<file path="config.mk">
export PLATFORM = sky130hd
export DESIGN_NAME = dbms_front
export DESIGN_NICKNAME = d
export VERILOG_FILES = /design/src/rtl/core/dual_bounded_member_set_assert.svh /design/src/rtl/core/dbms_pkg.sv /design/src/rtl/core/dbms_front.sv
export SDC_FILE = /design/constraint.sdc
export NUM_CORES = 1
export LEC_CHECK = 0
export ABC_AREA = 1
export BUFFER_PORTS_ARGS = -buffer_cell sky130_fd_sc_hd__buf_4
export CAP_MARGIN = 20
export CORE_MARGIN = 2
export CORE_UTILIZATION = 59
export CTS_BUF_LIST = sky130_fd_sc_hd__clkbuf_8
export CTS_CLUSTER_SIZE = 10
export DETAILED_ROUTE_END_ITERATION = 8
export PLACE_DENSITY = 0.95
export REMOVE_ABC_BUFFERS = 1
export SKIP_LAST_GASP = 1
export SYNTH_ARGS = -nofsm -noshare
export SYNTH_HDL_FRONTEND = slang
export SYNTH_SLANG_ARGS = --single-unit
</file>
<file path="constraint.sdc">
create_clock -name clk -period 5.8 [get_ports clk]
set_clock_uncertainty 0.05 [all_clocks]
set_input_delay 0.29 -clock clk [delete_from_list [all_inputs] [get_ports clk]]
set_output_delay 0.29 -clock clk [all_outputs]
set_load 0.02 [all_outputs]
</file>
<file path="src/rtl/core/dual_bounded_member_set_assert.svh">
// assertion macros for the member set block
`ifndef DUAL_BOUNDED_MEMBER_SET_ASSERT_SVH
`define DUAL_BOUNDED_MEMBER_SET_ASSERT_SVH
`ifndef SYNTHESIS
`define DBMS_ASSERT_NOW(lbl, cond, msg) \
  lbl: assert property (@(posedge clk) disable iff (rst) (cond)) else $error(msg);
`define DBMS_ASSERT_IMP(lbl, ante, cons, msg) \
  lbl: assert property (@(posedge clk) disable iff (rst) (ante) |-> (cons)) else $error(msg);
`else
`define DBMS_ASSERT_NOW(lbl, cond, msg)
`define DBMS_ASSERT_IMP(lbl, ante, cons, msg)
`endif
`endif

</file>
<file path="src/rtl/core/dbms_pkg.sv">
`default_nettype none
package dbms_pkg;

  localparam int ID_W = 31;
  localparam int POS_W = 6;
  localparam int CNT_OUT_W = 7;
  localparam int ST_W = 3;
  localparam int CMD_W = 2;

  localparam int DEF_FRIEND_DEPTH = 64;
  localparam int DEF_BLOCK_DEPTH = 64;

  localparam logic LIST_BLOCK = 1'b1;

  typedef enum logic [CMD_W-1:0] {
    CMD_CHECK  = 2'd0,
    CMD_ADD    = 2'd1,
    CMD_DELETE = 2'd2,
    CMD_READ   = 2'd3
  } cmd_t;

  typedef enum logic [ST_W-1:0] {
    ST_OK         = 3'd0,
    ST_NOT_MEMBER = 3'd1,
    ST_ALREADY    = 3'd2,
    ST_FULL       = 3'd3,
    ST_BAD_POS    = 3'd4
  } status_t;

  typedef struct packed {
    cmd_t             op;
    logic             scan;
    logic             list;
    logic [ID_W-1:0]  id;
    logic [POS_W-1:0] pos;
  } req_t;

endpackage
`default_nettype wire

</file>
<file path="src/rtl/core/dbms_front.sv">
`default_nettype none
module dbms_front (
  input  wire logic                       clk,
  input  wire logic                       rst,
  input  wire logic                       push,
  output logic                            full,
  input  wire logic [dbms_pkg::CMD_W-1:0] command,
  input  wire logic                       which_list,
  input  wire logic [dbms_pkg::ID_W-1:0]  member_id,
  input  wire logic [dbms_pkg::POS_W-1:0] position,
  output dbms_pkg::req_t                  req,
  output logic                            req_valid,
  input  wire logic                       req_take
);

  dbms_pkg::req_t q [2];
  dbms_pkg::req_t in_req;
  logic           wp;
  logic           rp;
  logic [1:0]     cnt;
  logic           acc;

  // classify the incoming word
  always_comb begin
    in_req.op   = dbms_pkg::cmd_t'(command);
    in_req.scan = (command != dbms_pkg::CMD_READ);
    in_req.list = which_list;
    in_req.id   = member_id;
    in_req.pos  = position;
  end

  assign full      = (cnt == 2'd2);
  assign acc       = push && !full;
  assign req_valid = (cnt != 2'd0);
  assign req       = q[rp];

  always_ff @(posedge clk) begin
    if (rst) begin
      wp  <= 1'b0;
      rp  <= 1'b0;
      cnt <= 2'd0;
    end else begin
      if (acc) begin
        wp <= ~wp;
      end
      if (req_take) begin
        rp <= ~rp;
      end
      cnt <= cnt + 2'(acc) - 2'(req_take);
    end
  end

  always_ff @(posedge clk) begin
    if (acc) begin
      q[wp] <= in_req;
    end
  end

endmodule
`default_nettype wire

</file>
* Yosys cells after proc, flatten, opt, wreduce, memory -nomap -nowiden
Memories as Yosys holds them, arrays and structs flattened. A register that Yosys moved wholly into a read port is not among the register bits.
Cells that the tools add are included.
** Storage, ports and cells
- Register bits :: 4
- Memory bits (writable) :: 82
- Input port bits :: 44
- Output and inout port bits :: 43
- Word-level logic and storage cells :: 17
- Memories kept :: 1
** Memories
- q :: words 2, width 41, read ports 1, clocked after memory_dff 1, wr ports 1, line dbms_front.sv:16 : dbms_pkg::req_t q [2];
** Cells by class
- Add/subtract/negate cells :: 2
- Eq/ne operators :: 2
- Muxes and demuxes :: 4
- Bitwise operators :: 2
- Reduce and logical (&&, ||, !) cells :: 3
** Operator list (number)
- 1-bit two-way mux :: 4
- 2-bit by 1-bit adder with 2-bit output :: 1
- 2-bit == test (second input constant) :: 1
- 2-bit inequality test (second input constant) :: 1
- 1-bit inverter :: 2
- 2-bit nonzero test :: 1
- 2-bit by 1-bit subtractor with 2-bit output :: 1
- 1-bit logical AND :: 1
- 1-bit logical NOT :: 1

* Logic depth before layout (Yosys ltp)
Gate-level depths: netlist of the first run.
- Depth after elaboration :: 5
- Mapped depth :: 11
- Mapped depth without buffers :: 11

* Least setup slack after synthesis of the first run
OpenSTA, ideal clock, no wires.
- Kind :: flip-flop to flip-flop
- Start point :: reg cnt[0]
- End point :: mem q[0][0] (netlist bit), enable pin
- Library setup time :: 0.439 ns
- Data arrival time :: 2.261 ns
- Data required time :: 5.311 ns
- Slack :: 3.050 ns
- Cell stages (with the launch flop) :: 5
- Buffers on the path :: 0
- Clock period less this slack :: 2.750 ns
- Path through :: dfxtp_1 -> inv_1 -> nand2_1 -> nand2_1 -> nor2_1
** Between the ends
- Cells in the longest elaborated chain, start to end :: 5
** Ends and longest elaborated chain
- start, declared :: line dbms_front.sv:20 : logic [1:0] cnt;
- start signal, assigned :: line dbms_front.sv:49 : cnt <= cnt + 2'(acc) - 2'(req_take);
- 2-bit == test :: line dbms_front.sv:32 : assign full = (cnt == 2'd2);
- 1-bit logical NOT :: line dbms_front.sv:33 : assign acc = push && !full;
- 1-bit logical AND :: line dbms_front.sv:33
- 1-bit two-way mux :: line dbms_front.sv:54 : if (acc) begin
- 1-bit two-way mux (implied by the code) :: line dbms_front.sv:55 : q[wp] <= in_req;
- end, declared :: line dbms_front.sv:16
Every way passes these cells.

==> impl_metrics.csv, run 1 <==
group,metric,value,unit
status,status,"finished, final reports clean",
setup_path,critPathLaunchType,"flip-flop",
placed_design,io_buffers,86,
power_and_ir_drop,finalPower,1.49,mW
clocking,cts_inserted_buffers,9,
clocking,clock-sinks,87,
clocking,clkLatencyLatePin,350,ps
placed_design,detailedPlace.worstSlack,3800,ps
hold_path,min_path_type,"in -> reg",
floorplan,num_io_pins,87,
synthesis,synth-seq-cells,87,
synthesis,synth_top_area_share,72.4,%
clocking,clock-root-buffer,"clkbuf_8",
placed_design,hpwlAfterDp,3470,um
synthesis,yosysTopAreaCell,"edfxtp_1",
route,drt_first_pass_iters,4,
setup_path,path_class,"reg -> out",
floorplan,die_area,6390,um^2
clocking,post_cts_buffers,0,
sta,setup_slack,3630,ps
sta,relSlewSlack,41.5,%
setup_path,crit_slowest_cell,"buf_4",
synthesis,synthesis.area,3400,um^2
route,drtIter0Drc,99,
power_and_ir_drop,p_switching,0.356,mW
setup_path,slowest_delay,570,ps
clocking,cts_tree,"built",
route,viasPerCell,4.97,
clocking,cts_resized,0,
power_and_ir_drop,p_int,1.13,mW
floorplan,coreArea,5540,um^2
power_and_ir_drop,irDropWorstVdd,245,uV
setup_path,critical_path_buf_inv_count,2,
final_layout,fin_nets,302,
global_routing,grt_first_pass_wirelength,7800,um
setup_path,cp_data_arrival_time,1830,ps
route,drt-total-wl,5320,um
sta,hold_violations,0,
final_layout,diodes,0,
synthesis,synthTopCellsByArea,"edfxtp_1 72%, mux2_4 18%, dfxtp_1 2.9%, buf_12 2.4%, inv_1 0.88%",
floorplan,start_util,61.4,%
clocking,path_clk_slew,80,ps
clocking,cts-htree-levels,3,
route,num_vias,1654,
power_and_ir_drop,switching_share,23.9,%
power_and_ir_drop,p_clk_share,29.3,%
power_and_ir_drop,power_density,346,nW/um^2
sta,timing.final.crit_period,2170,ps
global_routing,antenna_found_initial,0,
synthesis,ys_seq_area_share,75.3,%
global_routing,grt_max_degree,42,
sta,clock.fmax,0.461,GHz
sta,finalMaxSlewViolations,0,
sta,worst_slew_pin_slew,877,ps
final_layout,drive_above_1_share,56.3,%
final_layout,area_growth,26.4,%
setup_path,critical_path_peak_fanout,41,
floorplan,die_y,79.9,um
placed_design,gp_congestion,0.696,
clocking,cts_max_path_buffers,2,
final_layout,n_fill_cell,326,
global_routing,grt_overflow_total,0,
power_and_ir_drop,leakage,1.75,nW
sta,fin_tns_setup,0,ps
setup_path,required,5460,ps
synthesis,ys_types,13,
synthesis,ys_warn_count,0,
setup_path,worstPathCellList,"buf_4 > mux2_2 > buf_4",
sta,setup_violations,0,
global_routing,track_usage,16.9,%
power_and_ir_drop,seq_power_share,51.4,%
floorplan,core.rowCount,27,
setup_path,r2r_setup_slack,4070,ps
sta,rsz0062_at_grt,"false",
sta,fin_crit_sh,37.4,%
setup_path,worst_path_most_repeated_cell,"buf_4",
synthesis,avgSynthCellArea,21.0,um^2
route,route.antenna.remaining_nets,0,
setup_path,end_kind,"output pin",
floorplan,die_w,79.9,um
run,maxCapViolations,0,
synthesis,synth_cells,162,
power_and_ir_drop,combPwrFrac,19.2,%
route,drc,0,
clocking,hold_buffers,0,
setup_path,crit_family,"buffers and inverters",
global_routing,grt_pass1_vias,1663,
route,avgRoutedWirePerCell,16.0,um
## final timing paths
check	cells after the start	from	endpoint
max	3	flip-flop	req[40]
max reg2reg	4	cnt[0]	q[1][0]
min reg2reg	2	rp	flip-flop
min	2	rst	flip-flop
## synthesized netlist by cell type
| library cell | n |
|---|---|
| nand2_1 | 8 |
| inv_1 | 8 |
| buf_12 | 4 |
| dfxtp_1 | 5 |
| a21oi_1 | 2 |
| buf_6 | 1 |
| edfxtp_1 | 82 |
| nand3_1 | 2 |
| mux2_2 | 1 |
| nor2_1 | 6 |
| mux2_4 | 40 |
| xnor2_1 | 1 |
| ha_1 | 2 |
## flip-flops by register name, summed over array words and instances (netlist names), named ones only
signal,cells
q,82
cnt,2
rp,1
wp,1
## layer usage
metal | vias to the layer above | share of wire, % | track usage (%) | wire length (um)
li1 | 796 | - | - | -
met5 | - | 0 | 0 | 0
met3 | 6 | 7.0 | 5.88 | 375
met1 | 791 | 39 | 18.9 | 2050
met4 | 0 | 1.2 | 6.61 | 62
met2 | 61 | 53 | 29.5 | 2830
## metrics by stage
step	area (um^2)	hold slack [ps]	instances	utilization, %
after floorplan	3310	311	157	-
after global placement	4060	423	316	73.3
after detailed placement	4060	427	316	73.3
after CTS	4270	50.7	332	77.1
after global routing	4300	54.6	333	77.6
final	4300	62.0	333	77.6
## power by group through the flow
stage | Combinational (mW) | Clock, mW | Sequential, mW
CTS | 0.282 | 0.443 | 0.766
global placement | 0.275 | 0 | 0.776
global route | 0.305 | 0.465 | 0.769
floorplan | 0.163 | 0 | 0.788
finish | 0.286 | 0.436 | 0.765
detailed placement | 0.281 | 0 | 0.780
## layout by cell type (no fill, tap or decap), types with 2 or more instances in the layout
cell type  instances
nor2_1             5
clkbuf_8           9
clkinv_2           3
mux2_4            40
inv_1              7
nand2_1            8
buf_4             87
dfxtp_1            4
bufinv_16          2
nand3_1            2
edfxtp_1          82
a21oi_1            2
ha_1               2
## kinds of logic after synthesis
logic type,Yosys count,synth area share (%)
flip-flops,87,75.3
AO/OA/AOI/OAI,2,0.294
multiplexers,41,18.0
adder cells (fa/ha/maj),2,0.735
AND/OR/NAND/NOR,16,1.84
XOR/XNOR,1,0.257
buffers and inverters,13,3.57
## layout make-up
class                           instances  area, um^2  area share [%]
Clock inverter                          7        87.6            2.04
Clock buffer                            9         124            2.88
Tap cell                               72        90.1            2.09
Sequential cell                        87        2560            59.6
Inverter                                8        30.0           0.698
Timing Repair Buffer                   88         681            15.8
Multi-Input combinational cell         62         726            16.9
(Power assumes the default switching activity.)
==> run 2, diff against run 1 <==
--- a/config.mk
+++ b/config.mk
@@ -5,15 +5,15 @@
 export SDC_FILE = /design/constraint.sdc
 export NUM_CORES = 1
 export LEC_CHECK = 0
-export ABC_AREA = 1
+export ABC_AREA = 0
 export BUFFER_PORTS_ARGS = -buffer_cell sky130_fd_sc_hd__buf_4
 export CAP_MARGIN = 20
 export CORE_MARGIN = 2
-export CORE_UTILIZATION = 59
+export CORE_UTILIZATION = 49
 export CTS_BUF_LIST = sky130_fd_sc_hd__clkbuf_8
 export CTS_CLUSTER_SIZE = 10
 export DETAILED_ROUTE_END_ITERATION = 8
-export PLACE_DENSITY = 0.95
+export PLACE_DENSITY = 0.85
 export REMOVE_ABC_BUFFERS = 1
 export SKIP_LAST_GASP = 1
 export SYNTH_ARGS = -nofsm -noshare
==> constraint.sdc (replaced) <==
create_clock -name clk -period 1.75 [get_ports clk]
set_clock_uncertainty 0.05 [all_clocks]
set_input_delay 0.0875 -clock clk [delete_from_list [all_inputs] [get_ports clk]]
set_output_delay 0.0875 -clock clk [all_outputs]
set_load 0.02 [all_outputs]
==> impl_metrics.csv, run 2 <==
group,metric,value,unit
setup_path,cp_data_arrival_time,1510,ps
floorplan,num_io_pins,87,
route,drt-total-wl,5900,um
floorplan,coreArea,6350,um^2
setup_path,worst_path_most_repeated_cell,"buf_4",
placed_design,place_area,3970,um^2
setup_path,crit_family,"buffers and inverters",
global_routing,grt_max_degree,42,
setup_path,critical_path_peak_fanout,22,
setup_path,end_kind,"output pin",
synthesis,yosysMostFrequentCell,"edfxtp_1",
sta,rsz0062_at_grt,"false",
global_routing,track_usage,18.0,%
setup_path,rr_worst_depth,5,
sta,finalMaxSlewViolations,0,
final_layout,top_regs,"q x82, cnt x2",
clocking,cts_resized,0,
synthesis,yosysTopAreaCell,"edfxtp_1",
setup_path,worst-path-stages,3,
power_and_ir_drop,finalPower,5.22,mW
synthesis,yosys_most_used_dff,"edfxtp_1",
synthesis,ys_top_cells_by_count,"82 x edfxtp_1, 38 x mux2_2, 5 x dfxtp_1",
sta,relSlewSlack,81.0,%
setup_path,r2r_start,"cnt[0]",
synthesis,synth-seq-cells,87,
setup_path,r2r_setup_slack,190,ps
route,viasPerCell,4.89,
floorplan,start_util,50.5,%
sta,clock.fmax,0.609,GHz
setup_path,slowest_delay,390,ps
floorplan,die_y,84.9,um
route,drc,0,
global_routing,antenna_found_initial,0,
placed_design,io_buffers,86,
setup_path,crit_end,"req[33]",
synthesis,synthTopCellsByArea,"edfxtp_1 77%, mux2_2 13%, dfxtp_1 3.1%, buf_6 1.4%, mux2_1 1.1%",
synthesis,async_flop_share,0,%
placed_design,gp_congestion,0.669,
final_layout,layout_common_cells,"88 x buf_4, 82 x edfxtp_1, 42 x dlygate4sd3_1",
route,avgRoutedWirePerCell,15.7,um
synthesis,synth_cells,154,
clocking,cts_inserted_buffers,9,
sta,worst_slew_pin_slew,285,ps
floorplan,core.rowCount,29,
sta,timing.final.crit_period,1640,ps
synthesis,synth_top_area_share,76.8,%
floorplan,die_w,84.9,um
clocking,cts_tree,"built",
power_and_ir_drop,leakage,1.75,nW
final_layout,largest-register,"q",
clocking,cts_max_path_buffers,2,
synthesis,synthesis.area,3200,um^2
setup_path,crit_slowest_cell,"mux2_2",
route,drtIter0Drc,140,
clocking,cts-htree-levels,3,
clocking,clock-root-buffer,"clkbuf_8",
final_layout,largest_reg_flops,82,
sta,fin_tns_setup,0,ps
final_layout,final_common_cell,"buf_4",
setup_path,required,1610,ps
setup_path,timing.rr.end,"q[0][3]",
status,status,"finished, final reports clean",
setup_path,critical_path_buf_inv_count,2,
clocking,clkLatencyLatePin,340,ps
final_layout,design_area,4580,um^2
synthesis,synth_edf_count,82,
final_layout,diodes,0,
sta,setup_violations,0,
final_layout,fin_nets,339,
sta,hold_violations,0,
placed_design,dpl.cell_count,317,
run,maxCapViolations,0,
sta,timing.hold.ws,99.3,ps
setup_path,critPathLaunchType,"flip-flop",
clocking,post_cts_buffers,0,
synthesis,ys_warn_count,0,
synthesis,avgSynthCellArea,20.8,um^2
setup_path,worstPathCellList,"buf_4 > mux2_2 > buf_4",
synthesis,ys_types,20,
global_routing,grt_pass1_vias,2036,
final_layout,area_growth,42.8,%
clocking,clock-sinks,87,
placed_design,hpwlAfterDp,3660,um
route,num_vias,1833,
synthesis,ys_seq_area_share,80.0,%
final_layout,final_cells,375,
floorplan,die_area,7200,um^2
power_and_ir_drop,irDropWorstVdd,762,uV
sta,fin_crit_sh,93.9,%
setup_path,path_class,"reg -> out",
hold_path,min_path_type,"in -> reg",
power_and_ir_drop,power_density,1140,nW/um^2
route,route.antenna.remaining_nets,0,
global_routing,grt_overflow_total,0,
clocking,path_clk_slew,90,ps
route,drt_first_pass_iters,4,
final_layout,n_fill_cell,399,
final_layout,drive_above_1_share,50.7,%
global_routing,grt_first_pass_wirelength,9620,um
-- run 2: cell count changes in the layout (fill, tap and decap cells not counted), moves of 3 or more --
cell	delta
mux2_2	+37
mux2_4	-40
buf_12	+3
mux2_1	+3
inv_1	-5
clkinv_4	+3
clkinv_2	-3
dlygate4sd3_1	+42
nand2_1	-6
-- run 2: tightest hold or removal path: cells and delay by family --
kind	cells	cell delay, ps
AO/OA/AOI/OAI	2	230
buffers and inverters	2	130
-- run 2: stage by stage --
stage               utilization, %  setup WS, ps
finish                        72.1           107
global route                  72.1          17.4
CTS                           72.1          69.4
detailed placement            62.6           212
global placement              62.6           273
floorplan                        -          -357
-- run 2: what timing repair did --
| action | in CTS | in global routing |
|---|---|---|
| endpoints found under the hold margin | 87 | 0 |
| hold buffers | 42 | 0 |
| endpoints found under the setup margin | 0 | 0 |
-- run 2: final cells by class --
type                            instances  area (um^2)  share of cell area [%]
Clock buffer                            9          124                    2.71
Clock inverter                          7         58.8                    1.29
Inverter                                4         15.0                   0.328
Multi-Input combinational cell         58          577                    12.6
Sequential cell                        87         2560                    56.0
Tap cell                               77         96.3                    2.11
Timing Repair Buffer                  133         1140                    24.9
-- run 2: logic make-up after synthesis --
family	after synthesis	synth area share, %
flip-flops	87	80.0
multiplexers	41	14.4
AND/OR/NAND/NOR	10	1.68
buffers and inverters	9	2.03
XOR/XNOR	3	0.820
AO/OA/AOI/OAI	2	0.312
adder cells (fa/ha/maj)	2	0.781
-- run 2: worst min path at each step --
stage / endpoint / from / cells past startpoint
after floorplan: wp / rst / 1
after CTS: wp / push / 4
final: wp / push / 4
after detailed placement: q[0][16] / member_id[10] / 1
after global routing: wp / push / 4
after global placement: q[0][30] / member_id[24] / 1
-- run 2: report_power, final --
| group | switching [mW] | internal, mW |
|---|---|---|
| registers | 0.0695 | 2.60 |
| clock network | 0.724 | 0.530 |
| logic | 0.672 | 0.624 |
| total | 1.47 | 3.75 |
-- run 2: layer usage --
| layer | share of wire (%) | track usage [%] |
|---|---|---|
| met5 | 0 | 0 |
| met4 | 1.0 | 8.08 |
| met3 | 5.3 | 5.64 |
| met2 | 54 | 31.1 |
| met1 | 40 | 20.5 |
